<file path="config.mk">
export PLATFORM = sky130hd
export DESIGN_NAME = kthf_match
export DESIGN_NICKNAME = d
export VERILOG_FILES = /design/src/rtl/kthf_pkg.sv /design/src/rtl/kthf_match.sv
export SDC_FILE = /design/constraint.sdc
export NUM_CORES = 1
export LEC_CHECK = 0
export ABC_AREA = 1
export BUFFER_PORTS_ARGS = -buffer_cell sky130_fd_sc_hd__buf_4
export CORE_MARGIN = 2
export CORE_UTILIZATION = 55
export DETAILED_ROUTE_END_ITERATION = 8
export PLACE_DENSITY = 0.76
export SKIP_CTS_REPAIR_TIMING = 1
export SLEW_MARGIN = 20
export SYNTH_ARGS = -nofsm -noshare
export SYNTH_HDL_FRONTEND = slang
export SYNTH_SLANG_ARGS = --single-unit
</file>
<file path="constraint.sdc">
create_clock -name i_clk -period 7.1 [get_ports i_clk]
set_clock_uncertainty 0.2 [all_clocks]
set_input_delay 0.355 -clock i_clk [delete_from_list [all_inputs] [get_ports i_clk]]
set_output_delay 0.355 -clock i_clk [all_outputs]
set_load 0.005 [all_outputs]
</file>
<file path="src/rtl/kthf_pkg.sv">
// Package: shared types, constants and state codes of the keypoint hysteresis filter.
package kthf_pkg;

    localparam int NFRAMES_DEF = 16;
    localparam int NPOINTS_DEF = 1024;

    localparam int CFG_DW = 16;
    localparam int CFG_AW = 1;
    localparam int LIM_W  = 38;

    localparam logic [CFG_AW-1:0] REG_FRAMES_IN_USE   = 1'd0;
    localparam logic [CFG_AW-1:0] REG_SCORE_THRESHOLD = 1'd1;

    localparam logic [4:0]         FRAMES_RESET = 5'd8;
    localparam logic signed [15:0] THRESH_RESET = 16'sd0;

    // 8.5 pixels in 1/16 pixel, squared
    localparam logic [32:0] PAST_D2_LIM = 33'd18496;
    // 3.5 squared as 49/4; with the 10-bit shift in the match unit, 49/1024 = 49/4 / 256 for Q8.8 scale squared
    localparam logic [5:0]  LATER_MUL   = 6'd49;

    localparam logic CMD_ADD   = 1'b0;
    localparam logic CMD_QUERY = 1'b1;

    typedef struct packed {
        logic              cmd;
        logic              first_of_frame;
        logic              has_point;
        logic [15:0]       pos_x;
        logic [15:0]       pos_y;
        logic [15:0]       pt_scale;
        logic signed [15:0] pt_score;
        logic [3:0]        query_frame;
        logic [9:0]        query_point;
    } t_in_item;

    typedef struct packed {
        logic              decision;
        logic              in_range;
        logic [15:0]       out_x;
        logic [15:0]       out_y;
        logic [15:0]       out_scale;
        logic signed [15:0] out_score;
        logic [10:0]       frame_count;
    } t_out_item;

    typedef struct packed {
        logic [15:0] score;
        logic [15:0] scale;
        logic [15:0] y;
        logic [15:0] x;
    } t_entry;

    typedef struct packed {
        logic valid;
        logic flush;
        logic past;
    } t_match_ctl;

    typedef struct packed {
        logic hit;
        logic busy;
    } t_match_sts;

    typedef enum logic [3:0] {
        S_IDLE,
        S_ADV,
        S_ADD,
        S_SCAN,
        S_STORE,
        S_QCHK,
        S_QWAIT,
        S_LIM1,
        S_LIM2,
        S_DONE
    } t_state;

endpackage

</file>
<file path="src/rtl/kthf_match.sv">
// Distance match unit: squares in one stage, then sum and compare against the active limit.
module kthf_match (
    input  logic                       i_clk,
    input  logic                       i_rst_n,
    input  kthf_pkg::t_match_ctl       i_ctl,
    input  kthf_pkg::t_entry           i_entry,
    input  logic [15:0]                i_ref_x,
    input  logic [15:0]                i_ref_y,
    input  logic [kthf_pkg::LIM_W-1:0] i_lim,
    output kthf_pkg::t_match_sts       o_sts
);

    logic        r_v1;
    logic        r_past;
    logic [31:0] r_sqx;
    logic [31:0] r_sqy;
    logic [15:0] dx;
    logic [15:0] dy;
    logic [32:0] d2;
    logic        hit;

    // absolute differences
    always_comb begin
        dx = (i_ref_x > i_entry.x) ? (i_ref_x - i_entry.x) : (i_entry.x - i_ref_x);
        dy = (i_ref_y > i_entry.y) ? (i_ref_y - i_entry.y) : (i_entry.y - i_ref_y);
    end

    // register the squares and the valid flag
    always_ff @(posedge i_clk) begin
        if (!i_rst_n) begin
            r_v1 <= 1'b0;
        end else begin
            r_v1 <= i_ctl.valid & ~i_ctl.flush;
        end
        r_past <= i_ctl.past;
        r_sqx  <= 32'(dx) * 32'(dx);
        r_sqy  <= 32'(dy) * 32'(dy);
    end

    // sum and compare against past radius or later radius
    always_comb begin
        d2 = 33'(r_sqx) + 33'(r_sqy);
        if (r_past) begin
            hit = d2 < kthf_pkg::PAST_D2_LIM;
        end else begin
            hit = {d2, 10'b0} < 43'(i_lim);
        end
    end

    assign o_sts.hit  = r_v1 & ~i_ctl.flush & hit;
    assign o_sts.busy = r_v1 & ~i_ctl.flush;

endmodule

</file>
Word-level counts from Yosys, hierarchy flattened
Index checks and enable logic that the tools add are counted.
Word-level totals
  register bits after elaboration: 66
  input port bits: 139
  output and inout port bits: 2
  logic and storage cells: 22
Cells by class
  $add $sub $neg: 5
  multiply operators: 2
  order comparisons: 4
  muxes and demuxes: 3
  bitwise operators: 4
Operators with widths (count)
  16-bit by 16-bit multiplier with 32-bit output: 2
  16-bit subtractor: 4
  43-bit by 38-bit less-than comparator with 1-bit output: 1
  32-bit by 32-bit adder with 33-bit output: 1
  33-bit by 15-bit less-than comparator with 1-bit output (second input constant): 1
  16-bit greater-than comparator: 2
  16-bit 2-to-1 mux: 2
  1-bit bitwise AND: 3
  1-bit 2-to-1 mux: 1
  1-bit inverter: 1

Logic depth before layout (Yosys ltp)
  word-level depth: 4
  gate-level depth with buffers: 42

Worst setup path after synthesis
OpenSTA, ideal clock, no wires.
  path type: input port to flip-flop
  from: input port i_ref_x[0]
  to: register r_sqx[29]
  arrival: 6979 ps
  setup slack: -200 ps
  cell stages on the path: 36
  cell sequence: inv_1 ha_1 fa_1 nor2_1 o21ai_0 nand2_1 nand2_1 nand3_1 nand2_1 nand2_1 nand2_2 buf_2 o21ai_0 nand2_1 inv_1 buf_2 nand2_1 fa_1 inv_1 fa_1 fa_1 fa_1 fa_1 inv_1 fa_1 inv_1 ha_1 nand2_1 a21oi_1 a211oi_1 o21ai_0 a21oi_1 o21ai_0 nand2_1 nand2_1 xor2_1
On the way
  word-level cells in the longest chain between the ends: 3
RTL lines
  start, declared: line kthf_match.sv:7  | input logic [15:0] i_ref_x,
  16-bit subtractor / 16-bit greater-than comparator (equally long branches): line kthf_match.sv:24  | dx = (i_ref_x > i_entry.x) ? (i_ref_x - i_entry.x) : (i_entry.x - i_ref_x);
  16-bit 2-to-1 mux *: line kthf_match.sv:24
  16-bit by 16-bit multiplier with 32-bit output *: line kthf_match.sv:36  | r_sqx <= 32'(dx) * 32'(dx);
  end signal, assigned: line kthf_match.sv:36
  end, declared: line kthf_match.sv:15  | logic [31:0] r_sqx;
Mark *: on every way between the ends. The rest lies on a longest branch, timed or not.
A chain may end at the register's enable or synchronous reset.

Worst setup path after layout
  from: input port i_ref_x[0]
  to: register r_sqx[20]
Same word-level chain as after synthesis.

==> run summary <==
The final worst slack came out at 0.0623 ns. The H-tree level count came out at 3. In the post-synthesis netlist, the biggest area contributors are fa_1 30%, ha_1 18%, inv_1 13%. The highest clock rate is 142 MHz. The clock sink count is 64. Counting stages on the worst path, the most repeated cell is fa_1. The area enclosed by the die boundary is 41800 µm².

Setup violations remaining at the end of the flow were counted as 0. The minimum clock period after layout is 7.04 ns. The delay of the slowest cell on the worst path is 0.54 ns. The transition at the pin with the smallest max-transition slack came out at 0.813 ns.

The synthesized area is 22100 µm². The worst setup path is captured at a register. The pin count of the biggest net entering global routing came out at 19.

The post-synthesis sequential element count is 64. The final number of hold-violating endpoints is 0. The longest clock path from root to sink contains 2 buffers. The number of global-route vias before repair came out at 21900. The placement row count came out at 73. The die is 205 µm wide. The residual DRC count came out at 0. The detailed router finished its first iteration with 1332 violations. The mean routed wirelength per cell is 15.3 µm. The largest total area in the synthesized netlist belongs to fa_1.

Routability-driven placement finished with a final weighted congestion of 0.950. The cell sitting at the root of the clock tree is a clkbuf_16. The routed layout has 21500 vias.

After synthesis, flip-flops and latches occupy 5.79% of the total area. Max-cap violations in this run came to 0. Synthesis produced 3033 cells. The portion of the clock cycle consumed by the worst path in the final layout is 99.1%. The wire length of the first global-routing pass came out at 99900 µm. The I/O pin count is 141. The worst max-slew margin expressed relative to the limit is 45.2%.

The critical path starts at i_ref_x[0]. The count of antenna-violating nets left after detailed routing came out at 0. The run finished with clean final reports.

The net count of the finished layout came out at 4453. Setup repair after global routing could not meet its margin everywhere. The HPWL after detailed placement is 54100 µm.

The average cell area after synthesis is 7.29 µm². Prior to clock tree synthesis, the placed netlist has a worst setup slack of -0.740 ns. The net count of the mapped netlist is 3821.

Using the TritonRoute via totals, the vias-per-cell ratio works out to 5.14. The distinct cell type count after synthesis came out at 42. The global-route usage over all layers is 29.4%.

In this run the tool buffered the top-level ports with 108 buffer cells. The most common flop cell mapped by yosys is dfxtp_1. The slowest library cell on the worst path is fa_1. The repair_antennas step left the layout with diodes totalling 0.

Of all flip-flops after synthesis, the portion carrying an async set or reset was 0%. The critical path arrival came out at 7.10 ns. The detailed-route wire length came out at 64200 µm. The area growth from synthesis to layout is 33.3%.

The floorplan die height is 205 µm. Yosys mapped a number of flops with a built-in enable equal to 0. The detailed-router iteration count before antenna repair is 5. The kind of start point of the critical path is a primary input.

The number of CTS-inserted buffers came out at 9. The post-route netlist has 27.0% of its cells at a drive strength greater than 1. The data required time at the worst endpoint is 7.16 ns. The peak fanout along the critical path is 7.

TritonCTS built the clock tree. Following the worst setup path forward leads to its endpoint at r_sqx[20]$_DFF_P_. The final max-slew violation count came out at 0. The global route total overflow came out at 0. The critical path is of the primary input to register type. The top-area cell type share of the netlist area is 30.2%. The count of yosys warnings during synthesis came out at 0.

The initial utilization of the core area, before any placement, comes to 55.7%. The initial antenna violation count came out at 0. The worst min-delay path class is primary input to register. The clock transition at the registers of the reported paths came out at 0.05 ns. The core area is 39700 µm².
## final cells by class
cell class | count | area [µm²]
Sequential cell | 64 | 1280
Tap cell | 525 | 657
Inverter | 800 | 3090
Multi-Input combinational cell | 2139 | 19100
Fill cell | 2970 | 10300
Clock inverter | 3 | 43.8
Clock buffer | 11 | 243
Timing Repair inverter | 1 | 8.76
Timing Repair Buffer | 650 | 5070
## worst max-delay path: cells and delay by family
family,cells,cell delay (ns)
buffers and inverters,9,0.64
AOI/OAI and AO/OA,4,0.49
xor gates and xnor gates,1,0.17
and+or+nand+nor,13,1.55
adders and majority gates,9,3.88
## flip-flops by register name, summed over array words and instances, names as in the netlist
| signal | count |
|---|---|
| r_sqx | 31 |
| r_sqy | 31 |
| r_past | 1 |
| r_v1 | 1 |
## worst min-delay path by stage
stage	from	depth (start not counted)	slack, ns	to
finish	i_ctl[1]	2	0.03	r_v1$_SDFF_PN0_
CTS	i_ctl[0]	1	-0.09	r_past$_DFF_P_
global route	i_ctl[1]	2	0.02	r_v1$_SDFF_PN0_
floorplan	i_ctl[0]	0	0.18	r_past$_DFF_P_
detailed placement	i_ctl[0]	1	0.27	r_past$_DFF_P_
global placement	i_ctl[0]	1	0.26	r_past$_DFF_P_
## synthesized netlist by cell type, types with 18 or more instances
cell and instances:
nand2_1 589, a21oi_1 166, ha_1 315, nor3_1 24
o21bai_1 24, o21ai_0 86, a21o_1 18, nand4_1 19
xor2_1 78, xnor2_1 32, dfxtp_1 64, nor2_1 292
nand3_1 93, inv_1 783, fa_1 334
## cells in the final DEF (no fill, tap or decap), types with 30 or more instances in the layout
cell,n
fa_1,320
nand2_1,519
dfxtp_1,64
xnor2_1,32
a21oi_1,133
nand3_1,83
nor2_1,251
nand2_2,64
xor2_1,75
a21oi_2,30
buf_4,617
ha_4,34
inv_1,747
nor2_2,37
ha_1,278
inv_2,30
o21ai_0,58
## kinds of logic (layout without fill, tap and decap cells)
family / count (synthesis) / in the layout / share of synthesized area (%)
AOI/OAI and AO/OA: 329 / 329 / 8.28
buffers and inverters: 830 / 1465 / 14.3
adders and majority gates: 649 / 649 / 48.0
and+or+nand+nor: 1050 / 1050 / 19.1
xor gates and xnor gates: 111 / 111 / 4.48
DFF: 64 / 64 / 5.79
## routing by layer
layer  global-route usage, %  part of all wire (%)  vias to the layer above
li1                        -                     -                    10400
met3                    3.10                   5.6                      139
met4                    8.00                   2.9                        0
met5                       0                     0                        -
met1                    38.2                    41                    10300
met2                    51.8                    50                      665
## stage by stage
step,util (%),hold WS [ns],std cells,instance area (µm²),setup TNS (ns)
2_1_floorplan,-,0.183,3033,22200,-0.0272
3_3_place_gp,68.6,0.261,4122,27200,-13.14
3_5_place_dp,68.6,0.267,4122,27200,-16.97
4_1_cts,69.3,-0.0885,4136,27500,-5.32
5_1_grt,74.2,0.0188,4193,29500,-1.67
6_report,74.2,0.0330,4193,29500,0
Power is not shown: default switching activity piles up to over one toggle a cycle in this logic, so the estimate is an artifact.
